==> src/design/midpoint_displacement_heightmap_core_assert.svh <==
// Assertion macros for the midpoint displacement height grid core.
// Included by the modules that carry concurrent checks; no other dependencies.
`ifndef MIDPOINT_DISPLACEMENT_HEIGHTMAP_CORE_ASSERT_SVH
`define MIDPOINT_DISPLACEMENT_HEIGHTMAP_CORE_ASSERT_SVH

// Same-cycle implication, disabled while reset is asserted.
`define MDH_ASSERT_IMP(label, clk, rst_n, ante, cons, msg) \
    label: assert property (@(posedge clk) disable iff (!(rst_n)) (ante) |-> (cons)) \
        else $error(msg);

// Next-cycle implication, disabled while reset is asserted.
`define MDH_ASSERT_NXT(label, clk, rst_n, ante, cons, msg) \
    label: assert property (@(posedge clk) disable iff (!(rst_n)) (ante) |=> (cons)) \
        else $error(msg);

`endif

==> src/design/mdh_ram.sv <==
// Generic single-write, single-read RAM with registered read data.
// No dependencies; holds the height grid.
module mdh_ram #(
    parameter int WIDTH = 16,
    parameter int DEPTH = 64
) (
    input  logic                     i_clk,
    input  logic                     i_we,
    input  logic [$clog2(DEPTH)-1:0] i_waddr,
    input  logic [WIDTH-1:0]         i_wdata,
    input  logic [$clog2(DEPTH)-1:0] i_raddr,
    output logic [WIDTH-1:0]         o_rdata
);

    logic [WIDTH-1:0] r_mem [DEPTH];
    logic [WIDTH-1:0] r_rdata;

    always_ff @(posedge i_clk) begin
        if (i_we) begin
            r_mem[i_waddr] <= i_wdata;
        end
        r_rdata <= r_mem[i_raddr];
    end

    assign o_rdata = r_rdata;

endmodule

==> config.mk <==
export PLATFORM = sky130hd
export DESIGN_NAME = mdh_ram
export DESIGN_NICKNAME = d
export VERILOG_FILES = /design/src/design/midpoint_displacement_heightmap_core_assert.svh /design/src/design/mdh_ram.sv
export SDC_FILE = /design/constraint.sdc
export NUM_CORES = 1
export LEC_CHECK = 0
export ABC_CLOCK_PERIOD_IN_PS = 2500
export BUFFER_PORTS_ARGS = -buffer_cell sky130_fd_sc_hd__buf_4
export CORE_MARGIN = 5
export CORE_UTILIZATION = 30
export CTS_CLUSTER_DIAMETER = 120
export DETAILED_ROUTE_END_ITERATION = 7
export SYNTH_ARGS = -nofsm -noshare
export SYNTH_HDL_FRONTEND = slang
export SYNTH_SLANG_ARGS = --single-unit
export TNS_END_PERCENT = 1
==> constraint.sdc <==
create_clock -name i_clk -period 2.5 [get_ports i_clk]
set_input_delay 0.375 -clock i_clk [delete_from_list [all_inputs] [get_ports i_clk]]
set_output_delay 0.375 -clock i_clk [all_outputs]
set_load 0.01 [all_outputs]
After elaboration in Yosys (flattened, before gate mapping)

Memory sizes are Yosys's and may differ from the RTL's. A register that Yosys moved wholly into a read port is not among the register bits.
Cells that the tools add are included.

$add $sub $neg: 0
Multipliers: 0
Div/mod/pow operators: 0
Magnitude comparators: 0
Equality and inequality tests: 0
Shifts and indexed selects: 0
Mux-type cells: 2
Bitwise operators: 0
Reductions and logical operators: 0

Operator list:

| kind              | count |
|---|---|
| two-way mux 1 bit | 2 |

Register bits after elaboration: 0
Latch bits: 0
Memory bits (writable): 1024
Memory bits (read-only): 0
Memories: 1

Memory list:

| memory | depth | width | read ports | clocked after Yosys merged registers in | wr ports | line          | RTL |
|---|---|---|---|---|---|---|---|
| r_mem  | 64    | 16    | 1          | 1                                       | 1        | mdh_ram.sv:15 | `logic [WIDTH-1:0] r_mem [DEPTH];` |

Logic depth before layout (Yosys ltp)

Depth in word-level cells: 2
Gate-level depth with buffers: 10

Worst setup path before layout

Ideal clock, no wire load.

Path type: input-to-reg
Start point: input i_waddr[3]
End point: memory r_mem[48][0] (enable)
Setup time: 409 ps
Arrival time: 2001 ps
Data required time: 2091 ps
Slack: 90 ps
Stages on the path: 4
Path buffers: 1
Cells stage by stage: clkbuf_1 nor2b_1 nand4b_1 nor3_1

RTL lines:

| item        | line          | RTL |
|---|---|---|
| from (decl) | mdh_ram.sv:9  | `input logic [$clog2(DEPTH)-1:0] i_waddr,` |
| to (decl)   | mdh_ram.sv:15 |  |

No word-level cell before the write port.

==> impl_metrics.tcl <==
set metrics [dict create \
    drt_iter0_drc 1818 \
    cp_cell_sequence "mux4_2 -> mux2i_1 -> buf_4 -> a22oi_1 -> buf_4 -> a31oi_1 -> buf_4 -> a311oi_1" \
    r2r-end "o_rdata[15]" \
    reg2regPathDepth 8 \
    async_flop_share_pct 0 \
    drc_errors 0 \
    grtUsageTotal_pct 13.6 \
    max-vdd-ir-drop_v 0.000485 \
    crit_slowest_cell "mux4_2" \
    io_pins 46 \
    final.setup_skew_ps 31.5 \
    rrSetupSlack_ps 420 \
    worst_pin_slew_ps 1030 \
    fmax_mhz 481 \
    die_width_um 375 \
    placed_area_um2 43700 \
    finalMaxSlewViolations 0 \
    die_area_um2 141000 \
    post_drt_wl_per_cell_um 24.8 \
    critical_path.top_delay_family "multiplexers" \
    synth_edf_count 1024 \
    first_global_vias 20100 \
    initial_core_util_pct 30.1 \
    crit_start "r_mem[20][15]" \
    clock_latency_ps 670 \
    endpoint_kind "flip-flop" \
    crit_top_cell "buf_4" \
    vias 19400 \
    syn_nets 1859 \
    routabilityCongestion 0.817 \
    numCtsBuffers 99 \
    htree_levels 3 \
    setup_tns_ps 0 \
    dp_hpwl_um 60500 \
    synthAdderAreaFrac_pct 0 \
    syn_area_um2 40000 \
    syn_area_per_cell_um2 21.9 \
    nFillCells 12200 \
    cpPeakStageDelay_ps 490 \
    period_minus_slack_ps 2080 \
    synth-seq-cells 1040 \
    hold_viol 0 \
    syn_inst 1829 \
    cp-start-kind "flip-flop" \
    setup_viol 0 \
    cts_resized 0 \
    criticalPathCategory "flip-flop to flip-flop" \
    final_util_pct 35.3 \
    area_delta_synth_final_pct 17.2 \
    synth_warnings 0 \
    synthMuxAreaShare_pct 15.5 \
    die_h_um 375 \
    post-cts-setup-buffer-count 0 \
    grt_antenna_before_repair 7 \
    routed_via_density 4.94 \
    p_leak_nw 14.9 \
    status "complete, no violations" \
    ys_seq_area_share_pct 77.6 \
    cts_hold_buf 0 \
    worstPathArrival_ps 2610 \
    port_buffers 45 \
    cap_violations 0 \
    grt_pass1_wl_um 142000 \
    cts_max_path_buffers 3 \
    rsz0062_at_grt "false" \
    path_depth 8 \
    cts_tree "yes" \
    path_max_fanout 1 \
    dr.pass1.iters 5 \
    grt_max_degree 65 \
    dp_slack_ps -136 \
    final_area_um2 46900 \
    min_path_type "primary input to flip-flop" \
    critPathCapture "o_rdata[15]" \
    ant_nets 0 \
    cts_root_buf "clkbuf_16" \
    final_nets 2116 \
    setup_ws_ps 420 \
    p_per_area_nw_per_um2 769 \
    yosys.area_share.xor_xnor_pct 0 \
    routed_wl_um 97600 \
    numClockSinks 1040 \
    synth_cell_types 43 \
    required_ps 3030 \
    synth_top_family_by_area "multiplexers" \
    critical_path.n_buffers_inverters 3 \
    p_total_mw 36.1 \
    drive_above_1_share_pct 30.2 \
    core-area_um2 133000 \
    clk_pin_slew_ps 60 \
    row_count 134 \
    synth_simple_gate_area_share_pct 2.65 \
    synth_compound_area_share_pct 2.41 \
    period_share_pct 83.2 \
    rr_startpoint "r_mem[20][15]" \
    grt_overflow 0 \
    slew_headroom_pct 31.1 \
    ys_dominant_reg_cell "edfxtp_1" \
]
[cells by family after synthesis]
logic type,after synthesis
compound gates,129
buf+inv,104
flops,1040
mux,336
simple gates,220
[per-stage QoR]
stage | hold WS [ps] | cells
floorplan | 474 | 1829
detailed placement | 803 | 3753
global route | 280 | 3937
global placement | 819 | 3753
CTS | 216 | 3937
finish | 259 | 3939
[power by group]
group	internal [mW]	leakage, nW	switching, mW	total [mW]
Sequential	19.3	9.35	0.0708	19.4
Combinational	0.800	3.97	1.16	1.96
Clock	8.49	1.57	6.28	14.8
Total	28.6	14.9	7.51	36.1
[state kept, by name, indices dropped and copies added (netlist names)]
name,cells
r_mem,1024
o_rdata,16
[layout by cell type (no fill, tap or decap), types with 8 or more instances in the layout]
master and n:
mux2_2 27, clkinv_2 13, clkbuf_8 10, nor2b_1 30, a311oi_1 8, a22oi_1 39, buf_12 18, nand3_1 24
nor2_1 72, a31oi_1 8, a211o_1 8, clkbuf_16 102, a221oi_1 16, clkinv_1 16, mux2i_1 85, clkbuf_1 30
nand2_1 59, edfxtp_1 1024, a21oi_1 17, dfxtp_1 16, nand4_1 12, mux4_2 220, a211oi_1 8, buf_4 239
[layer usage]
| metal | vias to the layer above | share of wire, % | global-route usage (%) |
|---|---|---|---|
| li1 | 8192 | - | - |
| met1 | 10500 | 41 | 18.4 |
| met2 | 641 | 50 | 22.8 |
| met3 | 134 | 7.0 | 2.74 |
| met4 | 4 | 2.1 | 3.19 |
| met5 | - | 0.024 | 0 |
[area by class of cell]
class | instances | area [um^2] | share of cell area [%]
flip-flops and latches | 1040 | 31100 | 66.2
clock buffers | 141 | 2790 | 5.94
repair buffers | 260 | 2190 | 4.68
clock inverters | 43 | 417 | 0.888
multi-input cells | 685 | 8250 | 17.6
diodes | 2 | 5.00 | 0.0107
well taps | 1768 | 2210 | 4.71
[Yosys cell counts, drive strengths merged, types with 5 or more instances]
cell	count	share of area, %
a22o	6	0.13
a41oi	5	0.11
nor2	74	0.71
nand2	60	0.58
a311oi	8	0.17
a31oi	8	0.12
and4	5	0.11
nor2b	30	0.47
o21ai	8	0.10
dfxtp	16	0.80
clkbuf	27	0.27
nand4	12	0.19
a221oi	16	0.35
buf	77	1.6
mux4	224	13
mux2	27	0.76
a21oi	17	0.21
nand3	24	0.30
edfxtp	1024	77
a211o	8	0.17
mux2i	85	2.1
a221o	6	0.15
a22oi	39	0.73
a211oi	8	0.15
[worst min path at each step]
stage / from / to / slack [ps] / cells after the start
floorplan: i_wdata[0] / r_mem[0][0] / 470 / 0
global placement: o_rdata[0] / o_rdata[0] / 820 / 1
detailed placement: o_rdata[15] / o_rdata[15] / 800 / 1
CTS: i_waddr[1] / r_mem[50][7] / 220 / 3
global route: i_wdata[4] / r_mem[44][4] / 280 / 1
finish: i_wdata[4] / r_mem[41][4] / 260 / 1
(Power assumes the default switching activity.)
