**config.mk**
```make
export PLATFORM = sky130hd
export DESIGN_NAME = mdh_mac
export DESIGN_NICKNAME = d
export VERILOG_FILES = /design/src/design/midpoint_displacement_heightmap_core_assert.svh /design/src/design/mdh_pkg.sv /design/src/design/mdh_mac.sv
export SDC_FILE = /design/constraint.sdc
export NUM_CORES = 2
export LEC_CHECK = 0
export ABC_CLOCK_PERIOD_IN_PS = 13800
export BUFFER_PORTS_ARGS = -buffer_cell sky130_fd_sc_hd__clkbuf_2
export CAP_MARGIN = 10
export CORE_ASPECT_RATIO = 2
export CORE_UTILIZATION = 25
export CTS_BUF_LIST = sky130_fd_sc_hd__clkbuf_4
export DETAILED_ROUTE_END_ITERATION = 6
export GPL_TIMING_DRIVEN = 0
export PLACE_DENSITY = 0.47
export SLEW_MARGIN = 5
export SYNTH_ARGS = -nofsm -noshare
export SYNTH_HDL_FRONTEND = slang
export SYNTH_SLANG_ARGS = --single-unit
```
**constraint.sdc**
```tcl
create_clock -name i_clk -period 13.8 [get_ports i_clk]
set_clock_uncertainty 0.05 [all_clocks]
set_input_delay 2.76 -clock i_clk [delete_from_list [all_inputs] [get_ports i_clk]]
set_output_delay 2.76 -clock i_clk [all_outputs]
set_load 0.03 [all_outputs]
```
**src/design/midpoint_displacement_heightmap_core_assert.svh**
```systemverilog
// Assertion macros for the midpoint displacement height grid core.
// Included by the modules that carry concurrent checks; no other dependencies.
`ifndef MIDPOINT_DISPLACEMENT_HEIGHTMAP_CORE_ASSERT_SVH
`define MIDPOINT_DISPLACEMENT_HEIGHTMAP_CORE_ASSERT_SVH

// Same-cycle implication, disabled while reset is asserted.
`define MDH_ASSERT_IMP(label, clk, rst_n, ante, cons, msg) \
    label: assert property (@(posedge clk) disable iff (!(rst_n)) (ante) |-> (cons)) \
        else $error(msg);

// Next-cycle implication, disabled while reset is asserted.
`define MDH_ASSERT_NXT(label, clk, rst_n, ante, cons, msg) \
    label: assert property (@(posedge clk) disable iff (!(rst_n)) (ante) |=> (cons)) \
        else $error(msg);

`endif

```
**src/design/mdh_pkg.sv**
```systemverilog
// Shared types, constants and table builders for the height grid core.
// No dependencies; imported by the multiply-accumulate unit and the top level.
package mdh_pkg;

    localparam int GRID_SIZE   = 8;
    localparam int CW          = 3;
    localparam int ADDR_W      = 2 * CW;
    localparam int CELLS       = 1 << ADDR_W;
    localparam int H_W         = 16;
    localparam int STACK_DEPTH = 8;
    localparam int SP_W        = 4;
    localparam int OP_COUNT    = 5;
    localparam int ROOT_DEPTH  = 128;

    localparam logic [CW-1:0]  G_LAST     = CW'(GRID_SIZE - 1);
    localparam logic [47:0]    LCG_MUL    = 48'h5DEECE66D;
    localparam logic [3:0]     LCG_ADD    = 4'hB;
    localparam logic [15:0]    SEED_LOW   = 16'h330E;
    localparam logic [31:0]    SEED_X_MUL = 32'd21804;
    localparam logic [31:0]    SEED_Y_MUL = 32'd1290847;
    localparam logic [H_W-1:0] H_MIN      = 16'h8000;
    localparam logic [H_W-1:0] H_MAX      = 16'h7FFF;

    typedef enum logic [1:0] {
        REG_WORLD_SEED      = 2'd0,
        REG_DISTANCE_GAIN   = 2'd1,
        REG_DIFFERENCE_GAIN = 2'd2,
        REG_RANDOM_GAIN     = 2'd3
    } t_reg_idx;

    typedef enum logic [1:0] {
        SH_0  = 2'd0,
        SH_16 = 2'd1,
        SH_32 = 2'd2
    } t_mac_shift;

    typedef struct packed {
        logic       en;
        logic       load;
        logic [3:0] init;
        logic [47:0] a;
        logic [15:0] b;
        t_mac_shift sh;
    } t_mac_cmd;

    typedef struct packed {
        logic [CW-1:0] x1;
        logic [CW-1:0] y1;
        logic [CW-1:0] x2;
        logic [CW-1:0] y2;
    } t_patch;

    typedef struct packed {
        t_patch     p;
        logic [1:0] child;
    } t_frame;

    typedef struct packed {
        logic              valid;
        logic [ADDR_W-1:0] addr_a;
        logic [ADDR_W-1:0] addr_b;
        logic [ADDR_W-1:0] addr_t;
        logic [CW-1:0]     dx;
        logic [CW-1:0]     dy;
        logic [CW-1:0]     px;
        logic [CW-1:0]     py;
    } t_op;

    typedef enum logic [3:0] {
        ST_IDLE,
        ST_FILL,
        ST_PATCH,
        ST_OPSEL,
        ST_RDA,
        ST_RDB,
        ST_RDW,
        ST_CALC,
        ST_POP,
        ST_EMIT_RD,
        ST_EMIT_LATCH,
        ST_EMIT_HOLD
    } t_state;

    typedef enum logic [4:0] {
        S_SEED_X,
        S_SEED_YLO,
        S_SEED_YHI,
        S_RESEED0,
        S_LCG0_A,
        S_LCG0_B,
        S_LCG0_C,
        S_RESEED1,
        S_LCG1_A,
        S_LCG1_B,
        S_LCG1_C,
        S_DRAW1,
        S_LCG2_A,
        S_LCG2_B,
        S_LCG2_C,
        S_DRAW2,
        S_SCALE_A,
        S_SCALE_B,
        S_SCALE_SUM,
        S_PROD_LO,
        S_PROD_HI,
        S_SIGN,
        S_WRITE
    } t_step;

    typedef logic [15:0] t_root_rom [ROOT_DEPTH];

    // floor(sqrt(d2) * 4096) for every squared distance index
    function automatic t_root_rom build_root();
        t_root_rom   rom;
        logic [63:0] v;
        logic [63:0] r;
        logic [63:0] t;
        for (int d = 0; d < ROOT_DEPTH; d++) begin
            v = 64'(d) << 24;
            r = '0;
            for (int b = 16; b >= 0; b--) begin
                t = r + (64'd1 << b);
                if (t * t <= v) begin
                    r = t;
                end
            end
            rom[d] = r[15:0];
        end
        return rom;
    endfunction

    localparam t_root_rom ROOT_ROM = build_root();

    function automatic logic [CW-1:0] mid_of(input logic [CW-1:0] lo, input logic [CW-1:0] hi);
        logic [CW:0] s;
        s = {1'b0, lo} + {1'b0, hi};
        return s[CW:1];
    endfunction

    function automatic t_patch child_patch(input t_patch p, input logic [1:0] k);
        t_patch        c;
        logic [CW-1:0] mx;
        logic [CW-1:0] my;
        mx = mid_of(p.x1, p.x2);
        my = mid_of(p.y1, p.y2);
        c  = p;
        unique case (k)
            2'd0: begin c.x2 = mx; c.y2 = my; end
            2'd1: begin c.x1 = mx; c.y2 = my; end
            2'd2: begin c.x1 = mx; c.y1 = my; end
            2'd3: begin c.x2 = mx; c.y1 = my; end
        endcase
        return c;
    endfunction

    // Endpoints, target and seed coordinates of displacement j inside patch p
    function automatic t_op op_info(input t_patch p, input logic [2:0] j);
        t_op           o;
        logic [1:0]    q1;
        logic [1:0]    q2;
        logic [CW-1:0] mx;
        logic [CW-1:0] my;
        logic [CW-1:0] tx;
        logic [CW-1:0] ty;
        logic [CW-1:0] ax;
        logic [CW-1:0] ay;
        logic [CW-1:0] bx;
        logic [CW-1:0] by;
        logic          xmid;
        logic          ymid;
        mx   = mid_of(p.x1, p.x2);
        my   = mid_of(p.y1, p.y2);
        xmid = (mx != p.x1) && (mx != p.x2);
        ymid = (my != p.y1) && (my != p.y2);
        unique case (j)
            3'd0: begin q1 = 2'd0; q2 = 2'd3; tx = mx;   ty = my;   o.valid = 1'b1; end
            3'd1: begin q1 = 2'd0; q2 = 2'd2; tx = p.x1; ty = my;   o.valid = ymid; end
            3'd2: begin q1 = 2'd1; q2 = 2'd3; tx = p.x2; ty = my;   o.valid = ymid; end
            3'd3: begin q1 = 2'd0; q2 = 2'd1; tx = mx;   ty = p.y1; o.valid = xmid; end
            3'd4: begin q1 = 2'd2; q2 = 2'd3; tx = mx;   ty = p.y2; o.valid = xmid; end
            default: begin
                q1 = 2'd0; q2 = 2'd0; tx = '0; ty = '0; o.valid = 1'b0;
            end
        endcase
        ax = q1[0] ? p.x2 : p.x1;
        ay = q1[1] ? p.y2 : p.y1;
        bx = q2[0] ? p.x2 : p.x1;
        by = q2[1] ? p.y2 : p.y1;
        o.addr_a = {ax, ay};
        o.addr_b = {bx, by};
        o.addr_t = {tx, ty};
        o.dx     = (q1[0] != q2[0]) ? (p.x2 - p.x1) : '0;
        o.dy     = (q1[1] != q2[1]) ? (p.y2 - p.y1) : '0;
        o.px     = ax;
        o.py     = by;
        return o;
    endfunction

endpackage

```
**src/design/mdh_mac.sv**
```systemverilog
// Shared 48x16 multiply-accumulate unit with a 64-bit accumulator.
// Depends on mdh_pkg for the command struct; runs the generator, seed and scale math.
module mdh_mac
    import mdh_pkg::*;
(
    input  logic        i_clk,
    input  t_mac_cmd    i_cmd,
    output logic [63:0] o_acc
);

    logic [63:0] r_acc;
    logic [63:0] w_prod;
    logic [63:0] w_term;
    logic [63:0] w_base;

    assign w_prod = 64'(i_cmd.a) * 64'(i_cmd.b);
    assign w_base = i_cmd.load ? 64'(i_cmd.init) : r_acc;

    always_comb begin
        unique case (i_cmd.sh)
            SH_0:    w_term = w_prod;
            SH_16:   w_term = w_prod << 16;
            SH_32:   w_term = w_prod << 32;
            default: w_term = '0;
        endcase
    end

    always_ff @(posedge i_clk) begin
        if (i_cmd.en) begin
            r_acc <= w_base + w_term;
        end
    end

    assign o_acc = r_acc;

endmodule

```
Word level (Yosys, flattened, before mapping)
Cells that the tools add are included.
{ "word_totals": {"register_bits": 64, "input_bits": 73, "word_cells": 8} }
{ "classes": {"addsub": 1, "n_mul": 1, "eq_ne": 2, "n_mux": 2, "n_reduce_logical": 1} }
{ "op_table": {"columns": ["cell", "n"], "rows": [
  ["$pmux W64 S3", 1],
  ["$add A64 B64 Y64", 1],
  ["$mul A48 B16 Y64", 1],
  ["$mux W64", 1],
  ["$eq A2 B1 Y1 const B", 1],
  ["$eq A2 B2 Y1 const B", 1],
  ["$logic_not A2 Y1", 1]
]} }

Depth between registers and ports, before layout
{ "logic_depth": {"word_depth": 3, "ltp_mapped": 38, "mapped_depth_nobuf": 35} }

Least setup slack after synthesis
No wires, ideal clock.
{ "synth_path": {"path_kind": "input to register", "startpoint": "input i_cmd[3] (netlist bit)", "endpoint": "register r_acc[63] (netlist: o_acc[63]) (data pin)", "setup_time_ns": 0.259, "arrival_ns": 10.771, "required_ns": 13.491, "path_slack_ns": 2.720, "cell_stages": 35, "cell_sequence": "clkbuf_1 clkbuf_1 nand2_1 fa_1 fa_1 fa_1 inv_1 fa_1 fa_1 inv_1 fa_1 inv_1 ha_1 clkbuf_1 nand4_1 or3_1 o21ai_1 a31oi_1 a2111oi_0 nor2_1 xor2_1 o21ai_0 and2_1 ha_1 clkbuf_1 a2111oi_0 o221ai_1 nand2_1 nand3_1 a311oi_2 a311o_2 o21bai_2 a311oi_2 xnor2_1 xnor2_1"} }
{ "synth_between": {"elab_chain_cells": 3} }
{ "synth_lines": {"columns": ["element", "line_no", "source"], "rows": [
  ["start, declared", "mdh_mac.sv:7", "input t_mac_cmd i_cmd,"],
  ["$mul A48 B16 Y64", "mdh_mac.sv:16", "assign w_prod = 64'(i_cmd.a) * 64'(i_cmd.b);"],
  ["$pmux W64 S3", "mdh_mac.sv:20", "unique case (i_cmd.sh)"],
  ["$add A64 B64 Y64", "mdh_mac.sv:30", "r_acc <= w_base + w_term;"],
  ["end signal, assigned", "mdh_mac.sv:30", null],
  ["end, declared", "mdh_mac.sv:11", "logic [63:0] r_acc;"]
]} }
Every way passes these cells.
A chain may end at the register's enable or synchronous reset.

Worst setup path after layout
{ "layout_path": {"startpoint": "input i_cmd[17] (netlist bit)", "endpoint": "register r_acc[63] (netlist: o_acc[63]) (data pin)"} }
The elaborated chain is that of the path after synthesis.

==> results.yml <==
run_status:
  outcome: "completed"
detailed_routing:
  drt-pass1-iter-count: 5
  ant_nets: 0
  remaining_drc_errors: 0
  vias: 26019
  wl_per_cell_um: 24.4
  wl_um: 131000
  via_per_inst: 4.86
  first_iter_violations: 1326
global_routing:
  grt_overflow: 0
  grt_pass1_vias: 28678
  globalRouteTotalUtil: 0.211
  grt_start_max_net_pins: 56
  grt_pass1_wl_um: 191000
  antenna_found_initial: 10
synthesis:
  synth.distinct_cells: 87
  synth_nets: 4569
  yosysSeqAreaShare: 0.0620
  synth_top_family_by_area: "adder cells"
  netlist.area_leader.share: 0.416
  yosys.area_share.simple: 0.187
  synthMuxAreaShare: 0.00610
  synth_compound_area_frac: 0.105
  synth_seq_cells: 64
  yosysTopAreaCell: "fa_1"
  synthFlopType: "edfxtp_1"
  yosys-top-cells-count: "698 x inv_1, 643 x fa_1, 623 x nand2_1"
  syn_area_um2: 31000
  yosys-top-cells-area: "fa_1 42%, inv_1 8.5%, ha_1 8.0%"
  yosys.area_share.xor_xnor: 0.0331
  yosys_warnings: 0
  ys_async_sr_fraction: 0
  synth_fa_ha_area_frac: 0.496
  avgSynthCellArea_um2: 8.48
  synth_edf_count: 64
  yosysMostFrequentCell: "inv_1"
  synthCells: 3654
worst_setup_path:
  arrival_ns: 13.57
  reg2reg_from: "o_acc[0]"
  r2r_end: "o_acc[58]"
  setup.worst_path.end_class: "register"
  path_max_fanout: 10
  rr_worst_depth: 13
  crit_top_cell: "fa_1"
  worstSetupStartpointType: "input pin"
  path_class: "input pin to register"
  required_ns: 14.01
  cpMaxStageDelayCell: "clkbuf_1"
  rrSetupSlack_ns: 9.21
  slowest_delay_ns: 0.98
clocking:
  cts_sinks: 64
  clk_pin_slew_ns: 0.13
  cts_max_level: 3
  insertion_delay_ns: 0.50
  cts_hold_buf: 0
  cts_buffers: 9
  cts_root_buf: "clkbuf_4"
  clockBufferDepth: 2
  cts_tree: "yes"
hold_path:
  hold_end: "o_acc[0]"
  min_from: "o_acc[0]"
  holdCritPathClass: "register to register"
  hold_depth: 2
die:
  num_rows: 182
  dieArea_um2: 125000
  start_util: 0.252
  io_pins: 137
  die_w_um: 251
  core_area_um2: 123000
  die_y_um: 500
place:
  hpwl_um: 114000
  post-place-ws_ns: -0.539
  portBuffers: 119
  globalplace.congestion: 0.946
final_layout:
  multiInputGateArea_um2: 25700
  num-fill-cells: 13595
  drive_gt1_frac: 0.0496
  largest_reg_flops: 64
  nets: 4702
  syn_to_final_growth_pct: 8.97
  seq_area_um2: 1920
sta:
  drv_slew: 0
  hold_viol: 0
  fin_crit_ns: 13.36
  post-route-period-util: 0.968
  worst_slack_ns: 0.439
  final-setup-viol-count: 0
  relSlewSlack: 0.102
  max_freq_mhz: 74.8
  worst_pin_slew_ns: 1.35
run:
  maxCapViolations: 0
[what timing repair did]
item / in CTS / in global routing
setup endpoints to repair: 0 / 5
gates resized for setup: 0 / 20
setup buffers: 0 / 0
[placed cells by master, fill, tap and decap left out, drive strengths merged, types with 14 or more instances in the layout]
master and instances:
nand4 28, xor2 41, and2 296, nor2 103
nand2 623, o21ai 89, nand3 26, inv 698
ha 199, edfxtp 64, a31oi 18, a211oi 14
a21oi 168, and3 16, nor3 20, a21o 82
o21bai 29, fa 643, xnor2 76, clkbuf 305
buf 17, nor2b 73
[how the worst max path moves through the flow]
stage                end  cells past startpoint  slack [ns]       from
2_1_floorplan  o_acc[63]                     35        2.72   i_cmd[3]
3_3_place_gp   o_acc[63]                     33       -0.80  i_cmd[11]
3_5_place_dp   o_acc[63]                     33       -0.54  i_cmd[12]
4_1_cts        o_acc[63]                     33        0.01  i_cmd[12]
5_1_grt        o_acc[63]                     35       -0.01  i_cmd[13]
6_report       o_acc[63]                     34        0.44  i_cmd[17]
[area by class of cell]
class / instances / area share
clock buffer: 9 / 0.00200
sequential: 64 / 0.0569
buffer: 192 / 0.0238
timing repair buffer: 123 / 0.0198
clock inverter: 5 / 0.00148
antenna: 5 / 0.000371
inverter: 700 / 0.0778
multi-input combinational: 2697 / 0.760
tap: 1564 / 0.0580
[metrics by stage]
stage	instance area, µm²	hold WS [ns]	TNS (ns)	instances	util
2_1_floorplan	31000	0.873	0	3654	-
3_3_place_gp	33500	0.662	-6.32	5337	0.273
3_5_place_dp	33600	0.661	-2.11	5341	0.273
4_1_cts	33700	0.690	0	5355	0.274
5_1_grt	33800	0.726	-0.00987	5357	0.274
6_report	33800	0.687	0	5359	0.275
[metal layers]
| layer | GRT usage | up-vias | wire length [µm] |
|---|---|---|---|
| li1 | - | 11499 | - |
| met1 | 0.201 | 13375 | 42400 |
| met2 | 0.405 | 795 | 70700 |
| met3 | 0.0230 | 342 | 4880 |
| met4 | 0.169 | 8 | 12600 |
| met5 | 0 | - | 52 |
[kinds of logic (layout without fill, tap and decap cells)]
logic type	after synthesis	count (layout)
xor gates and xnor gates	117	117
adders and majority gates	842	842
and+or+nand+nor	1220	1220
buffers and inverters	893	1029
other	0	5
AOI/OAI and AO/OA	500	500
DFF	64	64
muxes	18	18
[critical path: cells and delay by family]
kind	cells	cell delay [ns]
AOI/OAI and AO/OA	7	2.11
xor gates and xnor gates	3	0.52
buffers and inverters	7	2.54
adders and majority gates	8	3.50
and+or+nand+nor	9	2.11
Power is left out: the tool's default activity adds up to more than one toggle a clock period on the data nets, which glitch-free logic cannot reach.
